[config.mk]
export PLATFORM = sky130hd
export DESIGN_NAME = source_map_position_lookup
export DESIGN_NICKNAME = d
export VERILOG_FILES = /design/src/hdl/sml_pkg.sv /design/src/hdl/sml_scan_core.sv /design/src/hdl/sml_result_reg.sv /design/src/hdl/source_map_position_lookup.sv
export SDC_FILE = /design/constraint.sdc
export NUM_CORES = 2
export LEC_CHECK = 0
export BUFFER_PORTS_ARGS = -buffer_cell sky130_fd_sc_hd__buf_2
export CAP_MARGIN = 20
export CORE_MARGIN = 2
export CORE_UTILIZATION = 32
export DETAILED_ROUTE_END_ITERATION = 8
export GPL_ROUTABILITY_DRIVEN = 0
export PLACE_DENSITY_LB_ADDON = 0.12
export SYNTH_ARGS = -nofsm -noshare
export SYNTH_HDL_FRONTEND = slang
export SYNTH_SLANG_ARGS = --single-unit
[constraint.sdc]
create_clock -name clk -period 10 [get_ports clk]
set_input_delay 1 -clock clk [delete_from_list [all_inputs] [get_ports clk]]
set_output_delay 1 -clock clk [all_outputs]
set_load 0.1 [all_outputs]
[src/hdl/sml_pkg.sv]
package sml_pkg;

    // Configuration register indexes
    localparam logic [1:0] REG_LOOKUP_LINE   = 2'd0;
    localparam logic [1:0] REG_TARGET_COLUMN = 2'd1;
    localparam logic [1:0] REG_NUM_SOURCES   = 2'd2;

    // Separator characters
    localparam logic [7:0] CHAR_COMMA = 8'h2C;
    localparam logic [7:0] CHAR_SEMI  = 8'h3B;

    // VLQ limits: shift value at which an eighth digit arrives
    localparam logic [5:0] SHIFT_LIMIT = 6'd35;
    localparam logic [5:0] SHIFT_STEP  = 6'd5;

    // Field counts of a segment
    localparam logic [2:0] FIELDS_SOURCED = 3'd4;
    localparam logic [2:0] FIELDS_MAX     = 3'd5;

    typedef struct packed {
        logic        found;
        logic        fault;
        logic [7:0]  source_index;
        logic [31:0] original_line;
        logic [31:0] original_column;
    } result_t;

    typedef struct packed {
        logic        valid;
        logic [5:0]  value;
    } digit_t;

    // Base64 character to 6-bit digit
    function automatic digit_t b64_decode(input logic [7:0] c);
        digit_t d;
        d.valid = 1'b1;
        d.value = 6'd0;
        if (c >= 8'h41 && c <= 8'h5A)
        begin
            d.value = 6'(c - 8'h41);
        end
        else if (c >= 8'h61 && c <= 8'h7A)
        begin
            d.value = 6'(c - 8'h61) + 6'd26;
        end
        else if (c >= 8'h30 && c <= 8'h39)
        begin
            d.value = 6'(c - 8'h30) + 6'd52;
        end
        else if (c == 8'h2B)
        begin
            d.value = 6'd62;
        end
        else if (c == 8'h2F)
        begin
            d.value = 6'd63;
        end
        else
        begin
            d.valid = 1'b0;
        end
        return d;
    endfunction

endpackage

[src/hdl/sml_scan_core.sv]
module sml_scan_core #(
    parameter int MAX_SOURCES = 256,
    parameter int LINE_BITS   = 24
) (
    input  logic              clk,
    input  logic              rst_n,
    input  logic              fire,
    input  logic [7:0]        symbol,
    input  logic              end_of_text,
    input  logic [23:0]       lookup_line,
    input  logic [23:0]       target_column,
    input  logic [8:0]        num_sources,
    output logic              emit,
    output sml_pkg::result_t  result
);
    import sml_pkg::*;

    localparam logic [LINE_BITS-1:0] LINE_MAX = {LINE_BITS{1'b1}};
    localparam logic [31:0] MAX_SRC = 32'(MAX_SOURCES);

    // Scan state
    logic [31:0]          acc_reg, acc_next;
    logic [5:0]           shift_reg, shift_next;
    logic [2:0]           fn_reg, fn_next;
    logic [31:0]          delta_reg [4];
    logic [31:0]          delta_next [4];
    logic [31:0]          gcol_reg, gcol_next;
    logic [31:0]          src_reg, src_next;
    logic [31:0]          oline_reg, oline_next;
    logic [31:0]          ocol_reg, ocol_next;
    logic [LINE_BITS-1:0] lc_reg, lc_next;
    logic [7:0]           hit_src_reg, hit_src_next;
    logic [31:0]          hit_line_reg, hit_line_next;
    logic [31:0]          hit_col_reg, hit_col_next;
    logic                 hit_valid_reg, hit_valid_next;
    logic                 done_reg, done_next;

    // Working signals
    digit_t       dig;
    logic         is_comma, is_semi, is_sep;
    logic [36:0]  digit_wide;
    logic [31:0]  acc_or, mag, val;
    logic         fault_now, emitted, sourced, on_target, col_ok;
    logic [31:0]  gsum, ssum, tl_m1, tcol, lim;

    assign dig        = b64_decode(symbol);
    assign is_comma   = (symbol == CHAR_COMMA);
    assign is_semi    = (symbol == CHAR_SEMI);
    assign is_sep     = is_comma || is_semi;
    assign digit_wide = {32'd0, dig.value[4:0]} << shift_reg;
    assign acc_or     = acc_reg | digit_wide[31:0];
    assign mag        = {1'b0, acc_or[31:1]};
    assign val        = acc_or[0] ? (32'd0 - mag) : mag;

    // Target compares
    assign tl_m1     = 32'(lookup_line) - 32'd1;
    assign on_target = (lookup_line != 24'd0) && (lc_reg != LINE_MAX) &&
                       (32'(lc_reg) == tl_m1);
    assign tcol      = (target_column == 24'd0) ? 32'd0 : 32'(target_column) - 32'd1;
    assign lim       = (32'(num_sources) < MAX_SRC) ? 32'(num_sources) : MAX_SRC;

    // Per-character update
    always_comb
    begin
        acc_next       = acc_reg;
        shift_next     = shift_reg;
        fn_next        = fn_reg;
        delta_next     = delta_reg;
        gcol_next      = gcol_reg;
        src_next       = src_reg;
        oline_next     = oline_reg;
        ocol_next      = ocol_reg;
        lc_next        = lc_reg;
        hit_src_next   = hit_src_reg;
        hit_line_next  = hit_line_reg;
        hit_col_next   = hit_col_reg;
        hit_valid_next = hit_valid_reg;
        fault_now      = 1'b0;
        emitted        = 1'b0;
        sourced        = 1'b0;
        col_ok         = 1'b0;
        gsum           = gcol_reg;
        ssum           = src_reg;
        result         = '0;

        // digit or bad character
        if (!done_reg)
        begin
            if (dig.valid)
            begin
                if (shift_reg >= SHIFT_LIMIT)
                begin
                    fault_now = 1'b1;
                end
                else if (dig.value[5])
                begin
                    acc_next   = acc_or;
                    shift_next = shift_reg + SHIFT_STEP;
                end
                else
                begin
                    acc_next   = 32'd0;
                    shift_next = 6'd0;
                    if (fn_reg >= FIELDS_MAX)
                    begin
                        fault_now = 1'b1;
                    end
                    else
                    begin
                        if (fn_reg < FIELDS_SOURCED)
                        begin
                            delta_next[fn_reg[1:0]] = val;
                        end
                        fn_next = fn_reg + 3'd1;
                    end
                end
            end
            else if (!is_sep)
            begin
                fault_now = 1'b1;
            end
        end

        // segment close
        if (!done_reg && !fault_now && (is_sep || end_of_text))
        begin
            if (shift_next != 6'd0)
            begin
                fault_now = 1'b1;
            end
            else if (fn_next == 3'd0)
            begin
                fault_now = 1'b0;
            end
            else if (fn_next == 3'd2 || fn_next == 3'd3)
            begin
                fault_now = 1'b1;
            end
            else
            begin
                sourced   = (fn_next >= FIELDS_SOURCED);
                gsum      = gcol_reg + delta_next[0];
                ssum      = src_reg + delta_next[1];
                gcol_next = gsum;
                if (sourced)
                begin
                    src_next   = ssum;
                    oline_next = oline_reg + delta_next[2];
                    ocol_next  = ocol_reg + delta_next[3];
                end
                fn_next    = 3'd0;
                delta_next = '{default: 32'd0};
                col_ok     = ($signed(gsum) <= $signed(tcol));
                if (on_target && col_ok)
                begin
                    if (sourced)
                    begin
                        if (ssum[31] || ssum >= lim)
                        begin
                            fault_now = 1'b1;
                        end
                        else
                        begin
                            hit_src_next   = ssum[7:0];
                            hit_line_next  = oline_next + 32'd1;
                            hit_col_next   = ocol_next + 32'd1;
                            hit_valid_next = 1'b1;
                        end
                    end
                    else
                    begin
                        hit_valid_next = 1'b0;
                    end
                end
            end
        end

        // result selection
        if (fault_now)
        begin
            emitted      = 1'b1;
            result.fault = 1'b1;
        end
        else if (!done_reg)
        begin
            if (is_semi && on_target)
            begin
                emitted = 1'b1;
            end
            else if (is_semi)
            begin
                if (lc_reg != LINE_MAX)
                begin
                    lc_next = lc_reg + 1'b1;
                end
                gcol_next = 32'd0;
            end
            if (end_of_text)
            begin
                emitted = 1'b1;
            end
            if (emitted && hit_valid_next)
            begin
                result.found           = 1'b1;
                result.source_index    = hit_src_next;
                result.original_line   = hit_line_next;
                result.original_column = hit_col_next;
            end
        end
        emit      = emitted;
        done_next = done_reg | emitted;

        // end of text: back to a fresh scan
        if (end_of_text)
        begin
            acc_next       = 32'd0;
            shift_next     = 6'd0;
            fn_next        = 3'd0;
            delta_next     = '{default: 32'd0};
            gcol_next      = 32'd0;
            src_next       = 32'd0;
            oline_next     = 32'd0;
            ocol_next      = 32'd0;
            lc_next        = '0;
            hit_src_next   = 8'd0;
            hit_line_next  = 32'd0;
            hit_col_next   = 32'd0;
            hit_valid_next = 1'b0;
            done_next      = 1'b0;
        end
    end

    // State registers
    always_ff @(posedge clk or negedge rst_n)
    begin
        if (!rst_n)
        begin
            acc_reg       <= 32'd0;
            shift_reg     <= 6'd0;
            fn_reg        <= 3'd0;
            delta_reg     <= '{default: 32'd0};
            gcol_reg      <= 32'd0;
            src_reg       <= 32'd0;
            oline_reg     <= 32'd0;
            ocol_reg      <= 32'd0;
            lc_reg        <= '0;
            hit_src_reg   <= 8'd0;
            hit_line_reg  <= 32'd0;
            hit_col_reg   <= 32'd0;
            hit_valid_reg <= 1'b0;
            done_reg      <= 1'b0;
        end
        else if (fire)
        begin
            acc_reg       <= acc_next;
            shift_reg     <= shift_next;
            fn_reg        <= fn_next;
            delta_reg     <= delta_next;
            gcol_reg      <= gcol_next;
            src_reg       <= src_next;
            oline_reg     <= oline_next;
            ocol_reg      <= ocol_next;
            lc_reg        <= lc_next;
            hit_src_reg   <= hit_src_next;
            hit_line_reg  <= hit_line_next;
            hit_col_reg   <= hit_col_next;
            hit_valid_reg <= hit_valid_next;
            done_reg      <= done_next;
        end
    end

endmodule

[src/hdl/sml_result_reg.sv]
module sml_result_reg (
    input  logic              clk,
    input  logic              rst_n,
    input  logic              load,
    input  sml_pkg::result_t  result_in,
    input  logic              out_stall,
    output logic              out_valid,
    output sml_pkg::result_t  result_out
);
    import sml_pkg::*;

    logic    valid_reg;
    result_t data_reg;

    // Valid flag: set on load, cleared once the transfer completes
    always_ff @(posedge clk or negedge rst_n)
    begin
        if (!rst_n)
        begin
            valid_reg <= 1'b0;
        end
        else if (load)
        begin
            valid_reg <= 1'b1;
        end
        else if (!out_stall)
        begin
            valid_reg <= 1'b0;
        end
    end

    // Payload
    always_ff @(posedge clk)
    begin
        if (load)
        begin
            data_reg <= result_in;
        end
    end

    assign out_valid  = valid_reg;
    assign result_out = data_reg;

endmodule

[src/hdl/source_map_position_lookup.sv]
// Source-map mappings lookup: one mappings character per cycle.
// A character's result goes from the input register through the scan core into the
// result register.
// Throughput: one character per cycle; the input stalls only while a result waits
// in the result register under out_stall.
// Reset (rst_n, async, active low) clears the scan and sets the three config registers to 1.
module source_map_position_lookup #(
    parameter int MAX_SOURCES = 256,
    parameter int LINE_BITS   = 24
) (
    input  logic        clk,
    input  logic        rst_n,
    // character channel
    input  logic        in_valid,
    output logic        in_stall,
    input  logic [7:0]  symbol,
    input  logic        end_of_text,
    // result channel
    output logic        out_valid,
    input  logic        out_stall,
    output logic        found,
    output logic        fault,
    output logic [7:0]  source_index,
    output logic signed [31:0] original_line,
    output logic signed [31:0] original_column,
    // configuration write channel
    input  logic        cfg_valid,
    output logic        cfg_ready,
    input  logic [1:0]  cfg_index,
    input  logic [23:0] cfg_data
);
    import sml_pkg::*;

    logic        in_valid_reg;
    logic [7:0]  symbol_reg;
    logic        eot_reg;
    logic [23:0] lookup_line_reg;
    logic [23:0] target_column_reg;
    logic [8:0]  num_sources_reg;
    logic        proc_fire;
    logic        emit;
    result_t     core_result;
    result_t     out_result;

    // Input register advances unless a result is held under stall
    assign in_stall  = in_valid_reg && out_valid && out_stall;
    assign proc_fire = in_valid_reg && !(out_valid && out_stall);

    always_ff @(posedge clk or negedge rst_n)
    begin
        if (!rst_n)
        begin
            in_valid_reg <= 1'b0;
        end
        else if (!in_stall)
        begin
            in_valid_reg <= in_valid;
        end
    end

    always_ff @(posedge clk)
    begin
        if (in_valid && !in_stall)
        begin
            symbol_reg <= symbol;
            eot_reg    <= end_of_text;
        end
    end

    // Configuration registers
    assign cfg_ready = 1'b1;

    always_ff @(posedge clk or negedge rst_n)
    begin
        if (!rst_n)
        begin
            lookup_line_reg   <= 24'd1;
            target_column_reg <= 24'd1;
            num_sources_reg   <= 9'd1;
        end
        else if (cfg_valid && cfg_ready)
        begin
            case (cfg_index)
                REG_LOOKUP_LINE:   lookup_line_reg   <= cfg_data;
                REG_TARGET_COLUMN: target_column_reg <= cfg_data;
                REG_NUM_SOURCES:   num_sources_reg   <= cfg_data[8:0];
                default:           lookup_line_reg   <= lookup_line_reg;
            endcase
        end
    end

    // Scan and match
    sml_scan_core #(
        .MAX_SOURCES (MAX_SOURCES),
        .LINE_BITS   (LINE_BITS)
    ) u_core (
        .clk           (clk),
        .rst_n         (rst_n),
        .fire          (proc_fire),
        .symbol        (symbol_reg),
        .end_of_text   (eot_reg),
        .lookup_line   (lookup_line_reg),
        .target_column (target_column_reg),
        .num_sources   (num_sources_reg),
        .emit          (emit),
        .result        (core_result)
    );

    // Result register
    sml_result_reg u_result (
        .clk        (clk),
        .rst_n      (rst_n),
        .load       (proc_fire && emit),
        .result_in  (core_result),
        .out_stall  (out_stall),
        .out_valid  (out_valid),
        .result_out (out_result)
    );

    assign found           = out_result.found;
    assign fault           = out_result.fault;
    assign source_index    = out_result.source_index;
    assign original_line   = $signed(out_result.original_line);
    assign original_column = $signed(out_result.original_column);

endmodule

==> reports/qor.txt <==
======================================================================================
Area after DPL                                                              39500 um^2
Worst hold path type                                                          in2async
Clock root buffer                                                         sky130_fd_sc_hd__clkbuf_16
Die Ht                                                                          337 um
Final Instance Count excl. Fillers                                                5714
Crit path max-delay cell type                                             sky130_fd_sc_hd__edfxtp_1
Slew at the pin closest to its max-slew limit                                  1.06 ns
Pin count of the biggest net entering global routing                               123
Maximum Capacitance Violations                                                       0
Power share of the sequential group                                              0.337
Total gr overflow                                                                    0
LEAKAGE                                                                        18.4 nW
Nets@finish                                                                       4398
Setup slack on the worst flop-to-flop path                                     0.51 ns
Mapped Cells                                                                      3869
Total via count in the routed design                                             31100
Total count of max-transition violations in the final report                         0
Largest family of logic cells by synthesized area                         compound AO/OA/AOI/OAI gates
Clock buffer depth                                                                   3
Setup WS pre-CTS                                                             -0.203 ns
Via count of the first global-routing pass                                       30600
Worst hold margin                                                             0.407 ns
Total power per unit cell area                                             175 nW/um^2
Sequential area share after synthesis                                            0.390
Part of the power in the clock network                                           0.357
Fraction of the mapped netlist area in compound gates                            0.226
IR Drop Worst-Case VDD                                                      0.000126 V
Multiplexer fraction of the synthesized cell area                               0.0458
Minimum period implied by the final worst setup slack                          9.49 ns
Number of primary I/O pins                                                         117
Fraction of final layout cells sized beyond drive strength 1                     0.180
Clock latency on the worst-skew pair                                           0.65 ns
Most common cell on crit path                                             sky130_fd_sc_hd__a21o_1
Vias/cell                                                                         5.44
Slew headroom                                                                    0.289
Placeable core area                                                        110000 um^2
Internal power summed over all cells                                           4.66 mW
Synth Cell Area                                                             35500 um^2
Placed cells                                                                      5562
Starting density of the core                                                     0.322
Post-route worst setup slack                                                  0.514 ns
Endpoint type of the worst setup path                                             flop
Xor and xnor area share after synthesis                                         0.0571
Drt first pass iters                                                                 5
Share of synthesized registers carrying an async set or reset                    0.845
Util after Layout                                                                0.387
Outcome                                                                   finished clean
Crit Path Max Fanout                                                                15
Post-synthesis area per instance                                             9.17 um^2
Flip-flop cell with the highest count after synthesis                     sky130_fd_sc_hd__dfrtp_1
Post-Route Skew                                                              0.0228 ns
Critical Setup Path Class                                                      reg2reg
ANT nets after route                                                                 0
Number of flip-flops in the largest register                                       128
Hold Vio Cnt, Final                                                                  0
Highest achievable clock rate                                                0.105 GHz
Post-route total power                                                         7.49 mW
Number of different library cells in the post-synthesis netlist                    102
Final-layout setup total negative slack                                           0 ns
Simple-gate share of the synthesized area                                        0.181
Number of core rows                                                                122
Yosys synthesis warning count                                                        0
Most frequent cells in the layout                                         sky130_fd_sc_hd__nand2_1, sky130_fd_sc_hd__dfrtp_1, sky130_fd_sc_hd__buf_4
Count of flip-flops with a built-in enable after synthesis                          83
Switching power share of the total                                               0.377
Die area                                                                   114000 um^2
Clock slew at the register clock pins of the worst setup and hold paths        0.06 ns
Crit start category                                                               flop
Starting DRT DRC Count                                                            2011
Number of H-tree branching levels                                                    3
Detailed placement HPWL                                                        87.4 mm
Average wire per standard cell                                                 21.4 um
Data required, critical path                                                  10.48 ns
Final count of negative-setup-slack endpoints                                        0
Antenna violations before repair                                                     4
Clock tree from TritonCTS                                                          yes
Synth Area in Adders                                                            0.0675
Number of buffers created by CTS                                                    72
Final standard cell area without fillers                                    42700 um^2
Layout Area Growth over Synthesis                                                20.2%
CTS sink cnt                                                                       537
Fillers                                                                          11100
Commonest non-fill, non-tap cell in the layout                            sky130_fd_sc_hd__nand2_1
Global router's overall resource usage                                           0.210
Die width                                                                       337 um
Power spent charging and discharging nets                                      2.82 mW
#FFs+latches synth                                                                 537
Quantity of I/O buffers inserted on ports                                          115
Wire length of the first global-routing pass                                    186 mm
Worst path max stage delay                                                     0.50 ns
Crit path arrival time                                                         9.97 ns
Combinational share of power                                                     0.306
Overall routed net length                                                       122 mm
DRC violations left                                                                  0
Crit share post-route                                                            0.949
======================================================================================
[critical path, delay by kind of cell, from the launching register on]
family,cells,cell delay (ns)
AND/OR/NAND/NOR,9,1.76
multiplexers,1,0.12
adder cells (fa/ha/maj),3,0.71
buffers and inverters,8,1.32
XOR/XNOR,2,0.39
flip-flops,1,0.50
AO/OA/AOI/OAI,24,4.52
[kinds of logic (layout without fill, tap and decap cells)]
family	Yosys count	in the layout
other cells	1	10
xor+xnor	230	230
buf+inv	278	626
compound gates	1136	1136
mux	152	152
flops	537	537
simple gates	1346	1346
fa+ha+maj	189	189
[timing repair]
action                     CTS  global route
gates resized for setup      5            99
setup endpoints to repair  128           223
gates cloned                 0             5
pin swaps                    0            19
hold buffers                 0             0
setup buffers                0            16
[cells in the mapped netlist, drive strengths merged, types with 10 or more instances]
cell type  count  share of area
a22oi         10         0.0021
a41o          11         0.0031
ha           185          0.065
nor4          35         0.0063
and3          38         0.0067
nand4         44         0.0078
nor2         197          0.021
nor2b         26         0.0046
o31a          13         0.0032
clkbuf       145          0.015
a21oi        176          0.025
a31oi         31         0.0055
o21bai        11         0.0023
o31ai         29         0.0061
or4           13         0.0027
or3           44         0.0079
o211ai        12         0.0027
a21o          49          0.010
nor4b         12         0.0030
mux2i         70          0.020
o221ai        53          0.013
inv           80         0.0085
o21a          32         0.0068
and2          30         0.0053
a211o         21         0.0052
nand3b        13         0.0027
mux2          82          0.026
a22o         200          0.049
dfrtp        451           0.32
or2           19         0.0033
a2111oi       17         0.0046
nand3         98          0.014
nand2        585          0.062
o21ai        282          0.040
o22ai         10         0.0018
buf           49         0.0075
nand2b        40         0.0070
nor3b         16         0.0034
a211oi        77          0.018
nor3         110          0.017
edfxtp        83          0.070
xor2         100          0.025
xnor2        129          0.032
o311ai        13         0.0032
[layer usage]
| metal | routed length [um] | vias to the layer above | GRT usage |
|---|---|---|---|
| met2 | 59100 | 598 | 0.362 |
| met4 | 2960 | 0 | 0.0510 |
| met3 | 4400 | 152 | 0.0254 |
| met5 | 0 | - | 0 |
| met1 | 55700 | 15300 | 0.280 |
| li1 | - | 15000 | - |
[final timing paths]
check                                                 start                                    end  cells past startpoint
setup / recovery                    symbol_reg[3]$_DFFE_PP_  u_result.result_out[29]$_SDFFCE_PP0P_                     47
hold / removal                                        rst_n        u_core.gcol_reg[22]$_DFFE_PN0P_                      1
setup reg to reg                    symbol_reg[3]$_DFFE_PP_  u_result.result_out[29]$_SDFFCE_PP0P_                     47
hold reg to reg            u_core.delta_reg[94]$_DFFE_PN0P_       u_core.delta_reg[94]$_DFFE_PN0P_                      2
max in group asynchronous                             rst_n    u_core.hit_line_reg[12]$_DFFE_PN0P_                      3
min in group clk           u_core.delta_reg[94]$_DFFE_PN0P_       u_core.delta_reg[94]$_DFFE_PN0P_                      2
[layout make-up]
class	instances	area (um^2)	share of cell area
Inverter	84	315	0.00739
Antenna cell	1	2.50	0.0000586
Multi-Input combinational cell	3062	21100	0.494
Tap cell	1488	1860	0.0436
Clock buffer	108	2150	0.0504
Timing Repair Buffer	412	3120	0.0731
Clock inverter	22	272	0.00636
Sequential cell	537	13900	0.325
[power groups by stage]
stage / combinational, mW / clock (mW) / sequential, mW
3_3_place_gp: 2.21 / 0 / 2.56
2_1_floorplan: 0.944 / 0 / 2.94
5_1_grt: 2.44 / 2.84 / 2.54
6_report: 2.29 / 2.67 / 2.52
4_1_cts: 2.22 / 2.76 / 2.52
3_5_place_dp: 2.21 / 0 / 2.56
No activity file was read; power rests on OpenSTA's default activity.
